[src/rtl/core/tgapd_pkg.sv]
`timescale 1ns / 1ps
// Package for the TGA pixel stream decoder: register indexes, widths and packet constants.
// It has no dependencies. The decoder core imports it.

package tgapd_pkg;

    // Width of the pixel counters. The pixel total register keeps only this many bits.
    localparam int COUNT_WIDTH = 32;

    // Configuration port widths.
    localparam int CFG_DATA_W  = 32;
    localparam int CFG_INDEX_W = 2;

    // Field widths.
    localparam int BYTE_W  = 8;
    localparam int BPP_W   = 3;
    localparam int SLOT_W  = 2;
    localparam int HELD_W  = 24;
    localparam int COUNT_W = 8;

    typedef logic [CFG_INDEX_W-1:0] t_reg_index;

    // Configuration register indexes.
    localparam t_reg_index REG_BYTES_PER_PIXEL  = 2'd0;
    localparam t_reg_index REG_PIXEL_TOTAL      = 2'd1;
    localparam t_reg_index REG_RUN_LENGTH_CODED = 2'd2;

    // Register reset values.
    localparam logic [BPP_W-1:0]       BPP_RESET   = 3'd3;
    localparam logic [COUNT_WIDTH-1:0] TOTAL_RESET = COUNT_WIDTH'(1);

    // Pixel size code that selects four-byte BGRA pixels.
    localparam logic [BPP_W-1:0] BPP_BGRA = 3'd4;

    // Index of the last byte within a pixel for each pixel size.
    localparam logic [SLOT_W-1:0] LAST_SLOT_BGR  = 2'd2;
    localparam logic [SLOT_W-1:0] LAST_SLOT_BGRA = 2'd3;

    // Packet byte layout: bit 7 marks a run packet, the low seven bits hold count minus one.
    localparam int                 PKT_RUN_BIT  = 7;
    localparam logic [BYTE_W-1:0]  PKT_LEN_MASK = 8'd127;

endpackage

[src/rtl/core/tga_pixel_stream_decoder.sv]
`timescale 1ns / 1ps
// A pixel result is registered and appears in the cycle after its last byte is accepted.
// Throughput: one byte per cycle; a byte that causes no result is taken even while a
// result waits in the output register, and a result byte is taken once that register frees.
// Reset (synchronous, active low) sets 3-byte pixels, a total of one pixel and run-length
// coding, and restarts the decoder. Any register write also restarts the decoder.
// Depends on tgapd_pkg.

module tga_pixel_stream_decoder (
    input  logic                           i_clk,
    input  logic                           i_rst_n,
    // Configuration write port
    input  logic                           i_cfg_we,
    input  tgapd_pkg::t_reg_index          i_cfg_index,
    input  logic [tgapd_pkg::CFG_DATA_W-1:0] i_cfg_data,
    // Input byte channel
    input  logic                           i_in_valid,
    output logic                           o_in_ready,
    input  logic [7:0]                     i_data_byte,
    // Pixel result channel
    output logic                           o_out_valid,
    input  logic                           i_out_ready,
    output logic [7:0]                     o_red,
    output logic [7:0]                     o_green,
    output logic [7:0]                     o_blue,
    output logic [7:0]                     o_alpha,
    output logic [7:0]                     o_repeat_res,
    output logic                           o_end_of_image
);
    import tgapd_pkg::*;

    // Configuration registers.
    logic [BPP_W-1:0]       r_bytes_per_pixel;
    logic [COUNT_WIDTH-1:0] r_pixel_total;
    logic                   r_coded;

    // Decoder state.
    logic                   r_expect_packet;
    logic                   r_packet_is_run;
    logic [COUNT_W-1:0]     r_packet_left;
    logic [SLOT_W-1:0]      r_slot;
    logic [HELD_W-1:0]      r_held;
    logic [COUNT_WIDTH-1:0] r_remaining;
    logic                   r_done;

    // Output register.
    logic                   r_out_valid;
    logic [BYTE_W-1:0]      r_red, r_green, r_blue, r_alpha;
    logic [COUNT_W-1:0]     r_repeat;
    logic                   r_eoi;

    // Next values.
    logic                   n_expect_packet;
    logic                   n_packet_is_run;
    logic [COUNT_W-1:0]     n_packet_left;
    logic [SLOT_W-1:0]      n_slot;
    logic [HELD_W-1:0]      n_held;
    logic [COUNT_WIDTH-1:0] n_remaining;
    logic                   n_done;
    logic [BYTE_W-1:0]      n_red, n_alpha;
    logic [COUNT_W-1:0]     n_repeat;
    logic                   n_eoi;

    logic [SLOT_W-1:0]      last_slot;
    logic                   in_packet_byte;
    logic                   will_emit;
    logic                   in_fire;
    logic                   cfg_hit;
    logic [COUNT_W-1:0]     run_len;
    logic                   rem_small;
    logic [COUNT_W-1:0]     rem_low;

    // Decode of the current byte's role; it depends on state only, not on the byte.
    assign last_slot      = (r_bytes_per_pixel == BPP_BGRA) ? LAST_SLOT_BGRA : LAST_SLOT_BGR;
    assign in_packet_byte = r_coded && r_expect_packet;
    assign will_emit      = !r_done && !in_packet_byte && (r_slot == last_slot);

    // A byte that yields no result never waits on the output side.
    assign o_in_ready = !r_out_valid || i_out_ready || !will_emit;
    assign in_fire    = i_in_valid && o_in_ready;

    assign cfg_hit = i_cfg_we && ((i_cfg_index == REG_BYTES_PER_PIXEL) ||
                                  (i_cfg_index == REG_PIXEL_TOTAL) ||
                                  (i_cfg_index == REG_RUN_LENGTH_CODED));

    // Repeat count: run length (at least one), clipped to the pixels remaining.
    assign run_len   = (r_packet_left == '0) ? COUNT_W'(1) : r_packet_left;
    assign rem_small = (r_remaining[COUNT_WIDTH-1:COUNT_W] == '0);
    assign rem_low   = r_remaining[COUNT_W-1:0];

    // Next state for one accepted byte.
    always_comb begin
        n_expect_packet = r_expect_packet;
        n_packet_is_run = r_packet_is_run;
        n_packet_left   = r_packet_left;
        n_slot          = r_slot;
        n_held          = r_held;
        n_remaining     = r_remaining;
        n_done          = r_done;
        n_red           = i_data_byte;
        n_alpha         = '0;
        n_repeat        = COUNT_W'(1);
        n_eoi           = 1'b0;

        if (r_done) begin
            // Image complete: the byte is dropped.
        end else if (in_packet_byte) begin
            n_packet_is_run = i_data_byte[PKT_RUN_BIT];
            n_packet_left   = (i_data_byte & PKT_LEN_MASK) + COUNT_W'(1);
            n_expect_packet = 1'b0;
            n_slot          = '0;
        end else if (r_slot != last_slot) begin
            // Collect blue, green and, for four-byte pixels, red.
            n_held[r_slot*BYTE_W +: BYTE_W] = i_data_byte;
            n_slot = r_slot + SLOT_W'(1);
        end else begin
            n_slot = '0;
            if (last_slot == LAST_SLOT_BGRA) begin
                n_red   = r_held[2*BYTE_W +: BYTE_W];
                n_alpha = i_data_byte;
            end

            if (r_coded && r_packet_is_run) begin
                n_repeat      = (rem_small && (run_len > rem_low)) ? rem_low : run_len;
                n_packet_left = '0;
            end else if (r_packet_left != '0) begin
                n_packet_left = r_packet_left - COUNT_W'(1);
            end

            if (r_coded && (n_packet_left == '0)) begin
                n_expect_packet = 1'b1;
            end

            n_remaining = r_remaining - COUNT_WIDTH'(n_repeat);
            n_eoi       = rem_small && (n_repeat == rem_low);
            n_done      = n_eoi;
        end
    end

    // Configuration registers and decoder state.
    always_ff @(posedge i_clk) begin
        if (!i_rst_n) begin
            r_bytes_per_pixel <= BPP_RESET;
            r_pixel_total     <= TOTAL_RESET;
            r_coded           <= 1'b1;
            r_expect_packet   <= 1'b1;
            r_packet_is_run   <= 1'b0;
            r_packet_left     <= '0;
            r_slot            <= '0;
            r_held            <= '0;
            r_remaining       <= TOTAL_RESET;
            r_done            <= 1'b0;
        end else if (cfg_hit) begin
            // A register write restarts the stream.
            r_expect_packet <= 1'b1;
            r_packet_is_run <= 1'b0;
            r_packet_left   <= '0;
            r_slot          <= '0;
            r_held          <= '0;
            r_remaining     <= r_pixel_total;
            r_done          <= (r_pixel_total == '0);
            unique case (i_cfg_index)
                REG_BYTES_PER_PIXEL: begin
                    r_bytes_per_pixel <= i_cfg_data[BPP_W-1:0];
                end
                REG_PIXEL_TOTAL: begin
                    r_pixel_total <= i_cfg_data[COUNT_WIDTH-1:0];
                    r_remaining   <= i_cfg_data[COUNT_WIDTH-1:0];
                    r_done        <= (i_cfg_data[COUNT_WIDTH-1:0] == '0);
                end
                REG_RUN_LENGTH_CODED: begin
                    r_coded <= i_cfg_data[0];
                end
                default: begin
                end
            endcase
        end else if (in_fire) begin
            r_expect_packet <= n_expect_packet;
            r_packet_is_run <= n_packet_is_run;
            r_packet_left   <= n_packet_left;
            r_slot          <= n_slot;
            r_held          <= n_held;
            r_remaining     <= n_remaining;
            r_done          <= n_done;
        end
    end

    // Output valid flag.
    always_ff @(posedge i_clk) begin
        if (!i_rst_n) begin
            r_out_valid <= 1'b0;
        end else if (in_fire && will_emit) begin
            r_out_valid <= 1'b1;
        end else if (i_out_ready) begin
            r_out_valid <= 1'b0;
        end
    end

    // Output payload, loaded with each new pixel transaction.
    always_ff @(posedge i_clk) begin
        if (in_fire && will_emit) begin
            r_red    <= n_red;
            r_green  <= r_held[BYTE_W +: BYTE_W];
            r_blue   <= r_held[0 +: BYTE_W];
            r_alpha  <= n_alpha;
            r_repeat <= n_repeat;
            r_eoi    <= n_eoi;
        end
    end

    assign o_out_valid    = r_out_valid;
    assign o_red          = r_red;
    assign o_green        = r_green;
    assign o_blue         = r_blue;
    assign o_alpha        = r_alpha;
    assign o_repeat_res   = r_repeat;
    assign o_end_of_image = r_eoi;

endmodule
[config.mk]
export PLATFORM = sky130hd
export DESIGN_NAME = tga_pixel_stream_decoder
export DESIGN_NICKNAME = d
export VERILOG_FILES = /design/src/rtl/core/tgapd_pkg.sv /design/src/rtl/core/tga_pixel_stream_decoder.sv
export SDC_FILE = /design/constraint.sdc
export NUM_CORES = 1
export LEC_CHECK = 0
export BUFFER_PORTS_ARGS = -buffer_cell sky130_fd_sc_hd__buf_2
export CORE_MARGIN = 2
export CORE_UTILIZATION = 55
export DETAILED_ROUTE_END_ITERATION = 6
export PLACE_DENSITY_LB_ADDON = 0.2
export SLEW_MARGIN = 0
export SYNTH_ARGS = -nofsm -noshare
export SYNTH_HDL_FRONTEND = slang
export SYNTH_SLANG_ARGS = --single-unit
[constraint.sdc]
create_clock -name i_clk -period 8.05 [get_ports i_clk]
set_clock_uncertainty 0.2 [all_clocks]
set_input_delay 0.805 -clock i_clk [delete_from_list [all_inputs] [get_ports i_clk]]
set_output_delay 0.805 -clock i_clk [all_outputs]
set_load 0.02 [all_outputs]
# After elaboration in Yosys (flattened, before gate mapping)
# Index checks and enable logic that the tools add are counted.
# totals
ff_bits	147
input_bits	47
out_inout_bits	43
word_cells	117
# op_classes
n_addsub	5
n_lt_le_gt_ge	1
n_eq_ne	11
shifts	2
n_mux	38
bitwise_logic	4
reduce_logical	39
# ops
op	n
$mux W32	6
$mux W8	17
$logic_not A32 Y1	2
$neg A5 Y34	1
$shift A8 B34 Y24 const A	1
$shiftx A8 B34 Y24	1
$sub A32 B8 Y32	1
$bwmux W24	1
$logic_not A24 Y1	1
$logic_not A8 Y1	2
$mux W1	12
$reduce_and A4 Y1	3
$logic_and A1 B1 Y1	10
$add A7 B1 Y8 const B	1
$eq A8 B8 Y1	1
$gt A8 B8 Y1	1
$reduce_bool A8 Y1	1
$sub A8 B1 Y8 const B	1
$reduce_and A2 Y1	3
$reduce_and A3 Y1	2
$reduce_bool A2 Y1	3
$eq A2 B2 Y1 const B	2
$logic_not A1 Y1	4
$logic_or A1 B1 Y1	4
13 further kinds	19

# Longest topological paths before layout
# logic_depth
ltp_word	16
ltp_mapped	24
ltp_nobuf	21

# Worst setup path after synthesis
# Ideal clock, no wire load.
# synth_timing
kind	flip-flop to flip-flop
start	reg r_packet_left[3]
end	reg r_remaining[12]
setup_ns	0.142
arrival_ns	5.223
required_ns	7.708
setup_slack_ns	2.485
stages_incl_launch_ff	24
n_path_buf	4
period_less_slack_ns	5.565
path_cell_list	dfxtp_1 clkbuf_1 or4_1 or4_1 clkbuf_1 and2_1 ha_1 nor2b_1 o21ai_0 or2b_2 a211oi_1 nor3_4 buf_12 mux2i_1 ha_1 inv_1 fa_1 a211oi_1 o21bai_1 o21ai_0 clkbuf_1 nand2_1 o31ai_1 a221oi_1
# synth_via
elab_chain_cells	15
# synth_rtl
item	line_no	text
from (decl)	tga_pixel_stream_decoder.sv:40	logic [COUNT_W-1:0] r_packet_left;
from (signal assigned)	tga_pixel_stream_decoder.sv:180	r_packet_left <= n_packet_left;
$logic_not A8 Y1	tga_pixel_stream_decoder.sv:87	assign run_len = (r_packet_left == '0) ? COUNT_W'(1) : r_packet_left;
$mux W8 *	tga_pixel_stream_decoder.sv:87	
$gt A8 B8 Y1	tga_pixel_stream_decoder.sv:124	n_repeat = (rem_small && (run_len > rem_low)) ? rem_low : run_len;
$logic_and A1 B1 Y1	tga_pixel_stream_decoder.sv:124	
$mux W8 *	tga_pixel_stream_decoder.sv:124	
$mux W8 *	tga_pixel_stream_decoder.sv:123	if (r_coded && r_packet_is_run) begin
$mux W8 *	tga_pixel_stream_decoder.sv:112	end else if (r_slot != last_slot) begin
$mux W8 *	tga_pixel_stream_decoder.sv:107	end else if (in_packet_byte) begin
$mux W8 *	tga_pixel_stream_decoder.sv:105	if (r_done) begin
$sub A32 B8 Y32 *	tga_pixel_stream_decoder.sv:134	n_remaining = r_remaining - COUNT_WIDTH'(n_repeat);
$mux W32 *	tga_pixel_stream_decoder.sv:112	
$mux W32 *	tga_pixel_stream_decoder.sv:107	
$mux W32 *	tga_pixel_stream_decoder.sv:105	
$mux W32 *	tga_pixel_stream_decoder.sv:177	end else if (in_fire) begin
$mux W32 *	tga_pixel_stream_decoder.sv:153	end else if (cfg_hit) begin
to (signal assigned)	tga_pixel_stream_decoder.sv:160	r_remaining <= r_pixel_total;
to (signal assigned)	tga_pixel_stream_decoder.sv:168	r_remaining <= i_cfg_data[COUNT_WIDTH-1:0];
to (signal assigned)	tga_pixel_stream_decoder.sv:183	r_remaining <= n_remaining;
to (decl)	tga_pixel_stream_decoder.sv:43	logic [COUNT_WIDTH-1:0] r_remaining;
# Mark *: on every way between the ends. The rest lies on a longest branch, timed or not. The select of a mux whose other input is x is not followed.
# A chain may end at the register's enable or synchronous reset.

# Final worst setup path
# layout_timing
start	reg r_packet_left[2]
end	reg r_remaining[18]
# The elaborated chain is that of the path after synthesis.

==> key figures <==
Detailed routing
  – Drt total wl: 20,200 µm
  – Vias per inst: 6.10
  – Antenna Violating Nets Remaining: 0
  – Vias: 7,111
  – Residual DRC: 0
  – WL/cell: 17.3 µm
  – Starting DRC count in detailed routing: 753
  – Drt first pass iters: 6

Worst setup path
  – R2R depth: 20
  – CP Launch Type: flop
  – Crit path arrival time: 6.19 ns
  – Crit-path max FO: 16
  – Critical path capture point type: flop
  – Flop2flop setup slack: 2.01 ns
  – Crit path cell chain: or4_1, or4_1, and2_1, ha_1, nor2b_1, o21ai_0, or2b_2, a211oi_1, nor3_4, mux2i_1, ha_1, inv_1, fa_1, a211oi_1, o21bai_1, o21ai_0, buf_4, nand3_1, or3_2, a31oi_1
  – Critical-path top delay cell: nor3_4
  – Worst Path Required: 8.20 ns
  – CP max stage delay: 0.73 ns
  – Reg2reg end: r_remaining[18]$_SDFFE_PN0P_
  – Worst R2R Start: r_packet_left[2]$_SDFFE_PP0P_
  – CP Class: flop to flop

Floorplan
  – Initial core utilization: 0.561
  – Core box area: 13,800 µm²
  – Die Area: 15,100 µm²
  – Die X: 123 µm
  – Die height: 123 µm
  – Number of core rows: 43
  – IO Count: 90

Power and ir drop
  – Share of power burned in the clock network: 0.437
  – Net Sw Frac: 0.287
  – PD cells: 217 nW/µm²
  – Internal cell power: 1.37 mW
  – Leak: 3.43 nW
  – Peak VDD IR: 0.145 mV
  – Design Power: 1.92 mW
  – Part of the power in combinational logic: 0.144
  – Seq pwr share: 0.420
  – Net load switching power: 0.551 mW

Synth
  – Post-synthesis mux area share: 0.0295
  – Post-synth EDFFs: 41
  – Synth cell types: 66
  – Compound-Gate Fraction of Synth Area: 0.179
  – Synth Flop Type: dfxtp_1
  – Sequential element share of the synthesized area: 0.433
  – Synth area leaders: dfxtp_1 (27%), edfxtp_1 (16%), nand2_1 (8.6%)
  – Top-area cell type share of the netlist area: 0.274
  – Largest family of logic cells by synthesized area: simple AND/OR/NAND/NOR gates
  – Synthesis Warnings: 0
  – Mapped Nets: 989
  – Simple-gate area share of the yosys netlist: 0.251
  – Synth Area in XOR/XNOR: 0.0260
  – FFs w/ async S/R, synth: 0
  – Seq cells post-synth: 147
  – Synthesized area per cell: 8.44 µm²
  – Synth Area in Adders: 0.0397
  – Cell Area, Synth: 7750 µm²
  – Syn Inst Count: 918
  – Leading area contributor after synthesis: dfxtp_1

STA
  – Max-slew violations: 0
  – Period minus WS final: 6.04 ns
  – Worst-Margin Slew: 1.06 ns
  – Fmax: 166 MHz
  – RSZ-0062 raised after global routing: no
  – Final Cycle Share: 0.750
  – # setup viols final: 0
  – Relative slew slack: 0.293
  – Worst Setup Slack, final: 2.01 ns
  – Fin Setup TNS: 0 ns
  – Hold Violations, Final: 0

Hold path
  – Worst Hold End: o_green[2]$_DFFE_PP_
  – Hold Crit Start: r_held[10]$_SDFFE_PP0P_
  – Depth of the worst hold-timing path: 0
  – HP Class: flop to flop

Placement
  – Port Buffers: 89
  – RePlAce Congestion: 0.904
  – Pre-CTS WS: 2.07 ns
  – DP HPWL: 14,100 µm

Finish
  – Register area: 3350 µm²
  – ANT cells: 0
  – P&R area growth vs syn: 14.3%
  – # nets final: 1,044
  – Post-layout util: 0.641
  – Share of cells above drive strength 1: 0.156
  – Multi-input logic area: 4070 µm²
  – Filler cell count: 1,207

Global routing
  – Total grt overflow: 0
  – Largest net degree at the start of global routing: 46
  – Total GRT Usage: 0.273
  – Initial antenna violation count: 0
  – Vias in the first global route: 6,357
  – First-pass GRT wire length: 32,200 µm

Clocking
  – Clock sinks: 147
  – Post-CTS Setup Inserts: 0
  – CTS max path bufs: 2
  – Htree depth: 4
  – Clock Latency Late Sink: 0.43 ns
  – Hold buffer count at CTS: 0
  – TritonCTS Buffers: 17
  – Clock slew at reported path FFs: 0.07 ns
  – CTS root buffer: clkbuf_16
  – CTS tree: yes
  – PostCTS Resize Cnt: 0

Outcome
  – Status: finished, final reports clean

Run
  – MaxCap Viol Count: 0
## stage by stage
step	hold slack, ns	area, µm²	cells
finish	0.234	8860	1166
CTS	0.235	8860	1166
global route	0.241	8860	1166
floorplan	0.208	7750	918
global placement	0.215	8230	1134
detailed placement	0.220	8230	1134
## state kept, by name, indices dropped and copies added, names as in the netlist, 3 cells and up
signal             flops
o_alpha                8
o_blue                 8
o_green                8
o_red                  8
o_repeat_res           8
r_bytes_per_pixel      3
r_held                24
r_packet_left          8
r_pixel_total         32
r_remaining           32
## worst max-delay path by stage
| stage | slack, ns | endpoint | start |
|---|---|---|---|
| final | 2.01 | r_remaining[18]$_SDFFE_PN0P_ | r_packet_left[2]$_SDFFE_PP0P_ |
| after global routing | 1.69 | r_remaining[18]$_SDFFE_PN0P_ | r_packet_left[2]$_SDFFE_PP0P_ |
| after CTS | 2.05 | r_remaining[18]$_SDFFE_PN0P_ | r_packet_left[2]$_SDFFE_PP0P_ |
| after detailed placement | 2.07 | r_remaining[18]$_SDFFE_PN0P_ | r_packet_left[2]$_SDFFE_PP0P_ |
| after global placement | 2.25 | r_remaining[18]$_SDFFE_PN0P_ | r_packet_left[2]$_SDFFE_PP0P_ |
| after floorplan | 2.48 | r_remaining[12]$_SDFFE_PN0P_ | r_packet_left[3]$_SDFFE_PP0P_ |
## cell usage after synthesis, drive strengths merged, types with 10 or more instances
cell type	n
clkbuf	53
xnor2	10
nand2	178
inv	23
o21ai	27
and2	19
nand3	43
mux2i	12
a22oi	14
ha	23
o22ai	20
nor4	26
dfxtp	106
nor2	47
nand4	15
xor2	13
nor3	13
a21oi	84
or4	13
edfxtp	41
## layout make-up
| cell class | instances | area share |
|---|---|---|
| Timing Repair Buffer | 95 | 0.0554 |
| Clock inverter | 14 | 0.0215 |
| Inverter | 24 | 0.0102 |
| Multi-Input combinational cell | 688 | 0.459 |
| Tap cell | 180 | 0.0254 |
| Sequential cell | 147 | 0.379 |
| Clock buffer | 18 | 0.0496 |
## layer usage
metal  up-vias  GRT usage  routed length [µm]
met2       321      0.437                9300
met3        34     0.0404                1460
met1      3296      0.379                9090
met4         0     0.0905                 348
li1       3460          -                   -
met5         -          0                   0
## kinds of logic (layout without fill, tap and decap cells)
group | count (synthesis) | count (layout)
AND/OR/NAND/NOR | 401 | 401
AO/OA/AOI/OAI | 219 | 219
flip-flops | 147 | 147
buffers and inverters | 83 | 151
adder cells (fa/ha/maj) | 24 | 24
XOR/XNOR | 23 | 23
multiplexers | 21 | 21
## power by group through the flow
stage	combinational (mW)	clock [mW]	sequential, mW
finish	0.275	0.838	0.805
global route	0.306	0.871	0.807
CTS	0.271	0.842	0.804
detailed placement	0.269	0	0.820
global placement	0.267	0	0.819
floorplan	0.205	0	0.809
## critical path, delay by kind of cell, from the launching register on
family | cells | cell delay [ns]
fa+ha+maj | 3 | 0.91
buf+inv | 2 | 0.26
flops | 1 | 0.41
mux | 1 | 0.28
compound gates | 6 | 0.96
simple gates | 8 | 2.95
## cell usage in the layout, fill, tap and decap left out, types with 19 or more instances in the layout
cell type / count
a21oi_1: 84
and2_1: 19
buf_2: 89
dfxtp_1: 106
edfxtp_1: 41
ha_1: 23
inv_1: 21
nand2_1: 178
nand3_1: 43
nor2_1: 47
nor4_1: 26
o21ai_0: 27
o22ai_1: 20
Power figures use the tool's default switching activity.
